File: src/spi_mss_pkg.sv
package spi_mss_pkg;

    localparam int CFG_IDX_W  = 3;
    localparam int CFG_DATA_W = 16;

    // configuration register indexes
    localparam logic [CFG_IDX_W-1:0] CFG_SOFT_RESET_HOLD = 3'd0;
    localparam logic [CFG_IDX_W-1:0] CFG_MASTER_MODE     = 3'd1;
    localparam logic [CFG_IDX_W-1:0] CFG_EIGHT_BIT_CHARS = 3'd2;
    localparam logic [CFG_IDX_W-1:0] CFG_CLOCK_MODE      = 3'd3;
    localparam logic [CFG_IDX_W-1:0] CFG_CLOCK_SOURCE    = 3'd4;
    localparam logic [CFG_IDX_W-1:0] CFG_BAUD_DIVIDER    = 3'd5;
    localparam logic [CFG_IDX_W-1:0] CFG_MODULE_ENABLE   = 3'd6;
    localparam logic [CFG_IDX_W-1:0] CFG_IRQ_ENABLE      = 3'd7;

    // event codes of an input word
    localparam logic [2:0] EV_SRC_EDGE  = 3'd0;
    localparam logic [2:0] EV_CLK_PIN   = 3'd1;
    localparam logic [2:0] EV_DATA_PIN  = 3'd2;
    localparam logic [2:0] EV_WRITE_TX  = 3'd3;
    localparam logic [2:0] EV_READ_RX   = 3'd4;

    localparam logic [1:0] CLK_SRC_AUX = 2'd1;
    localparam logic       CLK_ID_AUX  = 1'b0;
    localparam logic       CLK_ID_SUB  = 1'b1;

    localparam logic [15:0] BAUD_DIV_ONE = 16'd1;

    localparam logic [7:0] CHAR_LEN_8 = 8'd8;
    localparam logic [7:0] CHAR_LEN_7 = 8'd7;
    localparam logic [7:0] RX7_MASK   = 8'h7F;

    typedef struct packed {
        logic [2:0] mode;
        logic       clock_id;
        logic       level;
        logic [7:0] tx_byte;
    } t_in_word;

    typedef struct packed {
        logic       data_out_drive;
        logic       data_out_level;
        logic       clock_out_drive;
        logic       clock_out_level;
        logic       rx_irq;
        logic       tx_irq;
        logic [7:0] read_data;
        logic       overrun_flag;
        logic       tx_empty_flag;
        logic       rx_flag;
        logic       tx_flag;
    } t_out_word;

    typedef struct packed {
        logic        soft_reset_hold;
        logic        master_mode;
        logic        eight_bit_chars;
        logic [1:0]  clock_mode;
        logic [1:0]  clock_source;
        logic [15:0] baud_divider;
        logic        module_enable;
        logic [1:0]  irq_enable;
    } t_cfg;

endpackage

File: src/spi_master_slave_shift_engine.sv
// SPI-mode USART shift engine.
// Input channel (i_in_valid / o_in_ready / i_in_word): one event word per
// handshake - a source clock edge, a clock pin level, a data pin level, a
// transmit buffer write or a receive buffer read.
// Output channel (o_out_valid / i_out_ready / o_out_word): exactly one status
// word per event word, in order: drive strobes and levels for the serial data
// and clock lines, interrupt request pulses, receive buffer and status flags.
// The status word is registered; it appears in the cycle after its event is accepted.
// Throughput: one event word per cycle unless stalled; the whole event is
// resolved by the state update logic in the accepting cycle, the prescaler included.
// Stall: the output register holds its word while i_out_ready is low, and
// o_in_ready drops only while that register is full and not being drained,
// so a new event is taken in the same cycle that the held word leaves.
// Configuration: i_cfg_we writes register i_cfg_idx at the clock edge; write
// only while no event is in flight. Writing the baud divider reloads the
// prescaler count with the divider value.
// Reset (i_rst_n low, synchronous): shift state clears, transmit-empty sets,
// soft reset hold sets, clock source selects the auxiliary clock, divider 1.
module spi_master_slave_shift_engine (
    input  logic                               i_clk,
    input  logic                               i_rst_n,
    input  logic                               i_in_valid,
    output logic                               o_in_ready,
    input  spi_mss_pkg::t_in_word              i_in_word,
    output logic                               o_out_valid,
    input  logic                               i_out_ready,
    output spi_mss_pkg::t_out_word             o_out_word,
    input  logic                               i_cfg_we,
    input  logic [spi_mss_pkg::CFG_IDX_W-1:0]  i_cfg_idx,
    input  logic [spi_mss_pkg::CFG_DATA_W-1:0] i_cfg_data
);

    spi_mss_pkg::t_cfg      cfg;
    spi_mss_pkg::t_out_word result;
    spi_mss_pkg::t_out_word r_out_word;
    logic                   r_out_valid;
    logic                   div_load;
    logic                   tick;
    logic                   step;

    // take a new word whenever the output register is empty or draining
    assign o_in_ready  = !r_out_valid || i_out_ready;
    assign step        = i_in_valid && o_in_ready;
    assign o_out_valid = r_out_valid;
    assign o_out_word  = r_out_word;

    spi_mss_cfg_regs u_cfg_regs (
        .i_clk      (i_clk),
        .i_rst_n    (i_rst_n),
        .i_cfg_we   (i_cfg_we),
        .i_cfg_idx  (i_cfg_idx),
        .i_cfg_data (i_cfg_data),
        .o_cfg      (cfg),
        .o_div_load (div_load)
    );

    // divide the selected source clock into SPI clock half periods
    spi_mss_prescaler u_prescaler (
        .i_clk      (i_clk),
        .i_rst_n    (i_rst_n),
        .i_step     (step),
        .i_word     (i_in_word),
        .i_cfg      (cfg),
        .i_div_load (div_load),
        .i_div_data (i_cfg_data),
        .o_tick     (tick)
    );

    // shift registers, character counter and status flags
    spi_mss_core u_core (
        .i_clk    (i_clk),
        .i_rst_n  (i_rst_n),
        .i_step   (step),
        .i_word   (i_in_word),
        .i_cfg    (cfg),
        .i_tick   (tick),
        .o_result (result)
    );

    // output register: load on accept, hold while stalled
    always_ff @(posedge i_clk) begin
        if (!i_rst_n) begin
            r_out_valid <= 1'b0;
        end else if (step) begin
            r_out_valid <= 1'b1;
        end else if (i_out_ready) begin
            r_out_valid <= 1'b0;
        end
    end

    always_ff @(posedge i_clk) begin
        if (step) begin
            r_out_word <= result;
        end
    end

endmodule

File: src/spi_mss_cfg_regs.sv
module spi_mss_cfg_regs (
    input  logic                               i_clk,
    input  logic                               i_rst_n,
    input  logic                               i_cfg_we,
    input  logic [spi_mss_pkg::CFG_IDX_W-1:0]  i_cfg_idx,
    input  logic [spi_mss_pkg::CFG_DATA_W-1:0] i_cfg_data,
    output spi_mss_pkg::t_cfg                  o_cfg,
    output logic                               o_div_load
);

    spi_mss_pkg::t_cfg r_cfg;

    assign o_cfg      = r_cfg;
    assign o_div_load = i_cfg_we && (i_cfg_idx == spi_mss_pkg::CFG_BAUD_DIVIDER);

    always_ff @(posedge i_clk) begin
        if (!i_rst_n) begin
            r_cfg.soft_reset_hold <= 1'b1;
            r_cfg.master_mode     <= 1'b0;
            r_cfg.eight_bit_chars <= 1'b0;
            r_cfg.clock_mode      <= 2'd0;
            r_cfg.clock_source    <= spi_mss_pkg::CLK_SRC_AUX;
            r_cfg.baud_divider    <= spi_mss_pkg::BAUD_DIV_ONE;
            r_cfg.module_enable   <= 1'b0;
            r_cfg.irq_enable      <= 2'd0;
        end else if (i_cfg_we) begin
            case (i_cfg_idx)
                spi_mss_pkg::CFG_SOFT_RESET_HOLD: r_cfg.soft_reset_hold <= i_cfg_data[0];
                spi_mss_pkg::CFG_MASTER_MODE:     r_cfg.master_mode     <= i_cfg_data[0];
                spi_mss_pkg::CFG_EIGHT_BIT_CHARS: r_cfg.eight_bit_chars <= i_cfg_data[0];
                spi_mss_pkg::CFG_CLOCK_MODE:      r_cfg.clock_mode      <= i_cfg_data[1:0];
                spi_mss_pkg::CFG_CLOCK_SOURCE:    r_cfg.clock_source    <= i_cfg_data[1:0];
                spi_mss_pkg::CFG_BAUD_DIVIDER:    r_cfg.baud_divider    <= i_cfg_data[15:0];
                spi_mss_pkg::CFG_MODULE_ENABLE:   r_cfg.module_enable   <= i_cfg_data[0];
                spi_mss_pkg::CFG_IRQ_ENABLE:      r_cfg.irq_enable      <= i_cfg_data[1:0];
                default: ;
            endcase
        end
    end

endmodule

File: src/spi_mss_prescaler.sv
module spi_mss_prescaler (
    input  logic                  i_clk,
    input  logic                  i_rst_n,
    input  logic                  i_step,
    input  spi_mss_pkg::t_in_word i_word,
    input  spi_mss_pkg::t_cfg     i_cfg,
    input  logic                  i_div_load,
    input  logic [15:0]           i_div_data,
    output logic                  o_tick
);

    logic [15:0] r_count;
    logic [15:0] n_count;
    logic [15:0] count_inc;
    logic        src_match;
    logic        count_en;

    // only the selected source clock counts; falling edges only at divider one
    assign src_match = ((i_cfg.clock_source == spi_mss_pkg::CLK_SRC_AUX)
                        && (i_word.clock_id == spi_mss_pkg::CLK_ID_AUX))
                    || (i_cfg.clock_source[1] && (i_word.clock_id == spi_mss_pkg::CLK_ID_SUB));
    assign count_en  = i_step && (i_word.mode == spi_mss_pkg::EV_SRC_EDGE) && src_match
                    && (i_word.level || (i_cfg.baud_divider == spi_mss_pkg::BAUD_DIV_ONE));
    assign count_inc = r_count + 16'd1;
    assign o_tick    = count_en && (count_inc >= {1'b0, i_cfg.baud_divider[15:1]});

    always_comb begin
        n_count = r_count;
        if (i_div_load) begin
            n_count = i_div_data;
        end else if (count_en) begin
            n_count = o_tick ? 16'd0 : count_inc;
        end
    end

    always_ff @(posedge i_clk) begin
        if (!i_rst_n) begin
            r_count <= 16'd0;
        end else begin
            r_count <= n_count;
        end
    end

endmodule

File: src/spi_mss_core.sv
module spi_mss_core (
    input  logic                   i_clk,
    input  logic                   i_rst_n,
    input  logic                   i_step,
    input  spi_mss_pkg::t_in_word  i_word,
    input  spi_mss_pkg::t_cfg      i_cfg,
    input  logic                   i_tick,
    output spi_mss_pkg::t_out_word o_result
);

    logic [7:0] r_tx_hold,  n_tx_hold;
    logic [7:0] r_tx_shift, n_tx_shift;
    logic [7:0] r_rx_shift, n_rx_shift;
    logic [7:0] r_rx_buf,   n_rx_buf;
    logic [7:0] r_bits,     n_bits;
    logic       r_phase,    n_phase;
    logic       r_busy,     n_busy;
    logic       r_pending,  n_pending;
    logic       r_rx_read,  n_rx_read;
    logic       r_din,      n_din;
    logic       r_ovr,      n_ovr;
    logic       r_txempty,  n_txempty;
    logic       r_rxflag,   n_rxflag;
    logic       r_txflag,   n_txflag;
    logic       r_dout,     n_dout;
    logic       r_sclk,     n_sclk;

    always_comb begin
        logic       edge_req;
        logic       edge_rise;
        logic       first;
        logic       ev_dout;
        logic       ev_clk;
        logic       ev_rxirq;
        logic       ev_txirq;
        logic [7:0] cap_shift;
        logic [7:0] cap_bits;
        logic [7:0] char_len;

        n_tx_hold  = r_tx_hold;
        n_tx_shift = r_tx_shift;
        n_rx_shift = r_rx_shift;
        n_rx_buf   = r_rx_buf;
        n_bits     = r_bits;
        n_phase    = r_phase;
        n_busy     = r_busy;
        n_pending  = r_pending;
        n_rx_read  = r_rx_read;
        n_din      = r_din;
        n_ovr      = r_ovr;
        n_txempty  = r_txempty;
        n_rxflag   = r_rxflag;
        n_txflag   = r_txflag;
        n_dout     = r_dout;
        n_sclk     = r_sclk;
        edge_req   = 1'b0;
        edge_rise  = 1'b0;
        first      = 1'b0;
        ev_dout    = 1'b0;
        ev_clk     = 1'b0;
        ev_rxirq   = 1'b0;
        ev_txirq   = 1'b0;
        char_len   = i_cfg.eight_bit_chars ? spi_mss_pkg::CHAR_LEN_8 : spi_mss_pkg::CHAR_LEN_7;
        cap_shift  = {r_rx_shift[6:0], r_din};
        cap_bits   = r_bits - 8'd1;

        case (i_word.mode)
            spi_mss_pkg::EV_SRC_EDGE: begin
                if (i_tick && i_cfg.master_mode && r_busy) begin
                    n_phase   = !r_phase;
                    edge_req  = 1'b1;
                    edge_rise = !r_phase;
                end
            end
            spi_mss_pkg::EV_CLK_PIN: begin
                edge_req  = 1'b1;
                edge_rise = i_word.level;
            end
            spi_mss_pkg::EV_DATA_PIN: begin
                n_din = i_word.level;
            end
            spi_mss_pkg::EV_WRITE_TX: begin
                n_tx_hold = i_word.tx_byte;
                n_txflag  = 1'b0;
                if (r_busy) begin
                    n_pending = 1'b1;
                end else if (i_cfg.module_enable) begin
                    n_tx_shift = i_word.tx_byte;
                    n_pending  = 1'b0;
                    n_busy     = 1'b1;
                    n_txempty  = 1'b0;
                    n_bits     = char_len;
                end
            end
            spi_mss_pkg::EV_READ_RX: begin
                n_ovr     = 1'b0;
                n_rxflag  = 1'b0;
                n_rx_read = 1'b1;
            end
            default: ;
        endcase

        if (edge_req && !i_cfg.soft_reset_hold) begin
            first = i_cfg.master_mode ? edge_rise : (i_cfg.clock_mode[0] == !edge_rise);
            if (first == i_cfg.clock_mode[1]) begin
                // capture one bit; latch the character after the last one
                n_rx_shift = cap_shift;
                n_bits     = cap_bits;
                if (cap_bits == 8'd0) begin
                    n_rx_buf = i_cfg.eight_bit_chars ? cap_shift
                                                     : (cap_shift & spi_mss_pkg::RX7_MASK);
                    if (!r_rx_read) begin
                        n_ovr = 1'b1;
                    end
                    n_rx_read = 1'b0;
                    if (i_cfg.irq_enable[0]) begin
                        n_rxflag = 1'b1;
                        ev_rxirq = 1'b1;
                    end
                    n_busy = 1'b0;
                    if (r_pending && i_cfg.module_enable) begin
                        n_tx_shift = r_tx_hold;
                        n_pending  = 1'b0;
                        n_busy     = 1'b1;
                        n_txempty  = 1'b0;
                        n_bits     = char_len;
                    end else begin
                        n_txempty = 1'b1;
                    end
                end
            end else begin
                // drive the next bit, MSB first
                n_dout     = i_cfg.eight_bit_chars ? r_tx_shift[7] : r_tx_shift[6];
                n_tx_shift = {r_tx_shift[6:0], 1'b0};
                ev_dout    = 1'b1;
                if ((r_bits <= 8'd1) && i_cfg.irq_enable[1]) begin
                    n_txflag = 1'b1;
                    ev_txirq = 1'b1;
                end
            end
            if (i_cfg.master_mode) begin
                n_sclk = edge_rise;
                ev_clk = 1'b1;
            end
        end

        o_result.data_out_drive  = ev_dout;
        o_result.data_out_level  = n_dout;
        o_result.clock_out_drive = ev_clk;
        o_result.clock_out_level = n_sclk ^ i_cfg.clock_mode[0];
        o_result.rx_irq          = ev_rxirq;
        o_result.tx_irq          = ev_txirq;
        o_result.read_data       = n_rx_buf;
        o_result.overrun_flag    = n_ovr;
        o_result.tx_empty_flag   = n_txempty;
        o_result.rx_flag         = n_rxflag;
        o_result.tx_flag         = n_txflag;
    end

    always_ff @(posedge i_clk) begin
        if (!i_rst_n) begin
            r_tx_hold  <= 8'd0;
            r_tx_shift <= 8'd0;
            r_rx_shift <= 8'd0;
            r_rx_buf   <= 8'd0;
            r_bits     <= 8'd0;
            r_phase    <= 1'b0;
            r_busy     <= 1'b0;
            r_pending  <= 1'b0;
            r_rx_read  <= 1'b0;
            r_din      <= 1'b0;
            r_ovr      <= 1'b0;
            r_txempty  <= 1'b1;
            r_rxflag   <= 1'b0;
            r_txflag   <= 1'b0;
            r_dout     <= 1'b0;
            r_sclk     <= 1'b0;
        end else if (i_step) begin
            r_tx_hold  <= n_tx_hold;
            r_tx_shift <= n_tx_shift;
            r_rx_shift <= n_rx_shift;
            r_rx_buf   <= n_rx_buf;
            r_bits     <= n_bits;
            r_phase    <= n_phase;
            r_busy     <= n_busy;
            r_pending  <= n_pending;
            r_rx_read  <= n_rx_read;
            r_din      <= n_din;
            r_ovr      <= n_ovr;
            r_txempty  <= n_txempty;
            r_rxflag   <= n_rxflag;
            r_txflag   <= n_txflag;
            r_dout     <= n_dout;
            r_sclk     <= n_sclk;
        end
    end

endmodule
File: config.mk
export PLATFORM = sky130hd
export DESIGN_NAME = spi_master_slave_shift_engine
export DESIGN_NICKNAME = d
export VERILOG_FILES = /design/src/spi_mss_pkg.sv /design/src/spi_master_slave_shift_engine.sv /design/src/spi_mss_cfg_regs.sv /design/src/spi_mss_prescaler.sv /design/src/spi_mss_core.sv
export SDC_FILE = /design/constraint.sdc
export NUM_CORES = 1
export LEC_CHECK = 0
export ABC_AREA = 1
export BUFFER_PORTS_ARGS = -buffer_cell sky130_fd_sc_hd__buf_2
export CAP_MARGIN = 20
export CORE_MARGIN = 2
export CORE_UTILIZATION = 38
export CTS_CLUSTER_DIAMETER = 150
export DETAILED_ROUTE_END_ITERATION = 8
export HOLD_SLACK_MARGIN = 0.08
export SLEW_MARGIN = 40
export SYNTH_ARGS = -nofsm -noshare
export SYNTH_HDL_FRONTEND = slang
export SYNTH_SLANG_ARGS = --single-unit
File: constraint.sdc
create_clock -name i_clk -period 4.7 [get_ports i_clk]
set_input_delay 0.47 -clock i_clk [delete_from_list [all_inputs] [get_ports i_clk]]
set_output_delay 0.47 -clock i_clk [all_outputs]
set_load 0.02 [all_outputs]
==> flow_summary.ini <==
[floorplanning]
ioPinCount = 57
core_um2 = 15100
start_util_pct = 38.7
fp-row-count = 45
dieArea_um2 = 16400
die_h_um = 128
die-width_um = 128

[sta]
fin_worst_skew_ps = 12.6
tns_ps = 0
hold_violations = 0
rsz0062_at_grt = false
tightest_slew_ps = 754
max-slew-margin-rel_pct = 49.7
post-route-min-period_ps = 3920
slew_violations = 0
max_freq_mhz = 255
setup_viol = 0
post-route-period-util_pct = 83.4

[setup_path]
rrSetupSlack_ps = 780
crit_slowest_cell = dfxtp_1
r2r_cells = 18
path_cells = ha_1 > nand4_1 > nor2_1 > nand3_1 > nor3_1 > xor2_1 > ha_1 > nand3_1 > nor3_1 > nand4_1 > nand3_2 > nand2_2 > a21oi_4 > nand2_2 > nor2_2 > inv_1 > nor2_1 > nor2_1
path_common_cell = nor2_1
cpPeakStageDelay_ps = 390
critPathCaptureType = register
timing.rr.start = u_prescaler.r_count[1]
reg2reg_to = u_core.r_rx_shift[4]
arrival_ps = 4170
crit_fanout = 15
critPathKind = register to register
required_ps = 4950
startpoint_type = register

[synth]
ys_types = 38
syn_area_um2 = 5860
netlist_instances = 824
yosysTopAreaCell = dfxtp_1
yosysWarnings = 0
synthArstFlopShare_pct = 0
synthSimpleGateAreaFrac_pct = 28.0
synth-main-ff-cell = dfxtp_1
yosys-mux-area-fraction_pct = 1.03
ys_ff_latch = 111
seq_area_frac_synth_pct = 41.0
synth_adder_area_share_pct = 3.84
syn_nets = 879
synth_edf_count = 18
yosysTopAreaCellShare_pct = 31.8
synth_top_cells_by_area = dfxtp_1 32%, nand2_1 12%, edfxtp_1 9.2%
synth_compound_area_share_pct = 14.0
syn_avg_cell_area_um2 = 7.11
synth_xor_area_share_pct = 2.84
synth_top_family_by_area = simple AND/OR/NAND/NOR gates

[clock_tree]
insertion_delay_ps = 360
clkSlewWorstSetupHoldPaths_ps = 80
cts_max_level = 3
cts_tree = done
post-cts-setup-buffers = 0
cts_buffers = 9
cts-resized-gates = 0
clk_path_buf_depth = 2
ctsHoldBuffers = 0
cts-root-buf = clkbuf_16
cts_num_sinks = 111

[grt]
grt_pass1_wl_um = 23200
grt_pass1_vias = 4760
grt-ovfl-total = 0
grt_max_degree = 60
grt_util_all_layers_pct = 17.6
antenna_found_initial = 0

[cells_and_area]
final_cell_mix = 183 x nand2_1, 98 x inv_1, 97 x nor2_1, 93 x dfxtp_1, 75 x o21ai_0
fin_nets = 919
synthToLayoutAreaGrowth_pct = 12.3
fin_util_pct = 43.4
drive_gt1_share_pct = 11.9
nFillCells = 1533
diodes = 0
layout_commonest_cell = nand2_1

[placement]
gp_congestion = 0.896
port_buffers = 56
dp_hpwl_um = 9720

[hold_path]
holdPathStages = 3
hold_end = u_core.r_tx_hold[4]
hold_class = input port to register
hp-start = i_in_word[4]

[detailed_routing]
drt_first_pass_iters = 5
num_vias = 5198
drc = 0
avgViaCountPerCell = 4.92
antenna_left = 0
wl_um = 14000
drt_iter0_markers = 290
wl_per_cell_um = 13.2

[pwr]
power.total_w = 0.00210
powerDensity_nw_per_um2 = 319
vdd_ir_drop_max_v = 0.000167
power_leakage_nw = 2.88

[job]
maxCapViolCount = 0

[run_status]
status = finished, final reports clean
[cells by family after synthesis]
logic type	count (synthesis)
AOI/OAI and AO/OA	156
xor gates and xnor gates	19
adders and majority gates	18
buffers and inverters	133
DFF	111
muxes	6
and+or+nand+nor	381
[final cells by class]
type | instances | area, µm² | area share [%]
clock buffers | 10 | 239 | 3.63
clock inverters | 6 | 91.3 | 1.39
inverters | 102 | 385 | 5.86
multi-input cells | 580 | 2910 | 44.3
flip-flops and latches | 111 | 2400 | 36.5
well taps | 188 | 235 | 3.58
repair buffers | 60 | 310 | 4.72
[synth_stat cells (4+ instances only)]
cell and instances:
nand2_1 183, inv_1 99, nor2_1 98, dfxtp_1 93
o21ai_0 75, a21oi_1 61, nand3_1 55, clkbuf_1 18
edfxtp_1 18, ha_1 18, xor2_1 18, a31oi_1 15
nand4_1 12, nand2_2 11, mux2i_1 6, nor3_1 6
buf_2 5, nor2_2 4, nor4_1 4
[sequential cells by signal, indices dropped and copies added (netlist names), 7 cells and up]
signal / count
u_core.r_rx_buf: 8
u_prescaler.r_count: 16
u_cfg_regs.o_cfg: 26
u_core.r_tx_hold: 8
u_core.r_tx_shift: 8
u_core.r_bits: 8
u_core.r_rx_shift: 7
o_out_word: 18
[power breakdown]
part	internal, W	switching [W]	leakage, nW	total, W
Combinational	0.0000759	0.000158	1.78	0.000234
Sequential	0.00100	0.0000201	0.937	0.00102
Clock	0.000485	0.000360	0.163	0.000845
Total	0.00156	0.000538	2.88	0.00210
[metal layers]
metal / track usage (%) / wire [µm] / up-vias
met4: 5.17 / 226 / 0
met1: 22.8 / 6640 / 2308
met2: 29.2 / 6490 / 123
li1: - / - / 2753
met3: 4.30 / 593 / 14
met5: 0 / 0 / -
[worst max-delay path by stage]
stage	slack, ps	to	startpoint	cells past startpoint
finish	780	u_core.r_rx_shift[4]	u_prescaler.r_count[1]	18
global route	320	u_core.r_rx_shift[0]	u_prescaler.r_count[1]	18
CTS	790	u_core.r_rx_shift[4]	u_prescaler.r_count[1]	18
detailed placement	840	u_core.r_rx_shift[4]	u_prescaler.r_count[1]	18
global placement	990	u_core.r_rx_shift[0]	u_prescaler.r_count[0]	18
floorplan	1630	o_out_word[11]	u_prescaler.r_count[0]	19
[critical path, delay by kind of cell, from the launching register on]
kind / cells / cell delay (ps)
AO/OA/AOI/OAI: 1 / 300
XOR/XNOR: 1 / 120
AND/OR/NAND/NOR: 13 / 2250
flip-flops: 1 / 390
adder cells (fa/ha/maj): 2 / 540
buffers and inverters: 1 / 200
[per-stage QoR]
stage / hold slack [ps] / instances / setup WS (ps) / area, µm²
6_report: 368 / 1057 / 780 / 6580
5_1_grt: 378 / 1057 / 320 / 6580
4_1_cts: 362 / 1057 / 789 / 6580
3_5_place_dp: 450 / 1041 / 840 / 6250
3_3_place_gp: 450 / 1041 / 994 / 6240
2_1_floorplan: 429 / 824 / 1630 / 5860
Note: power is estimated with default switching activity, not from simulation.
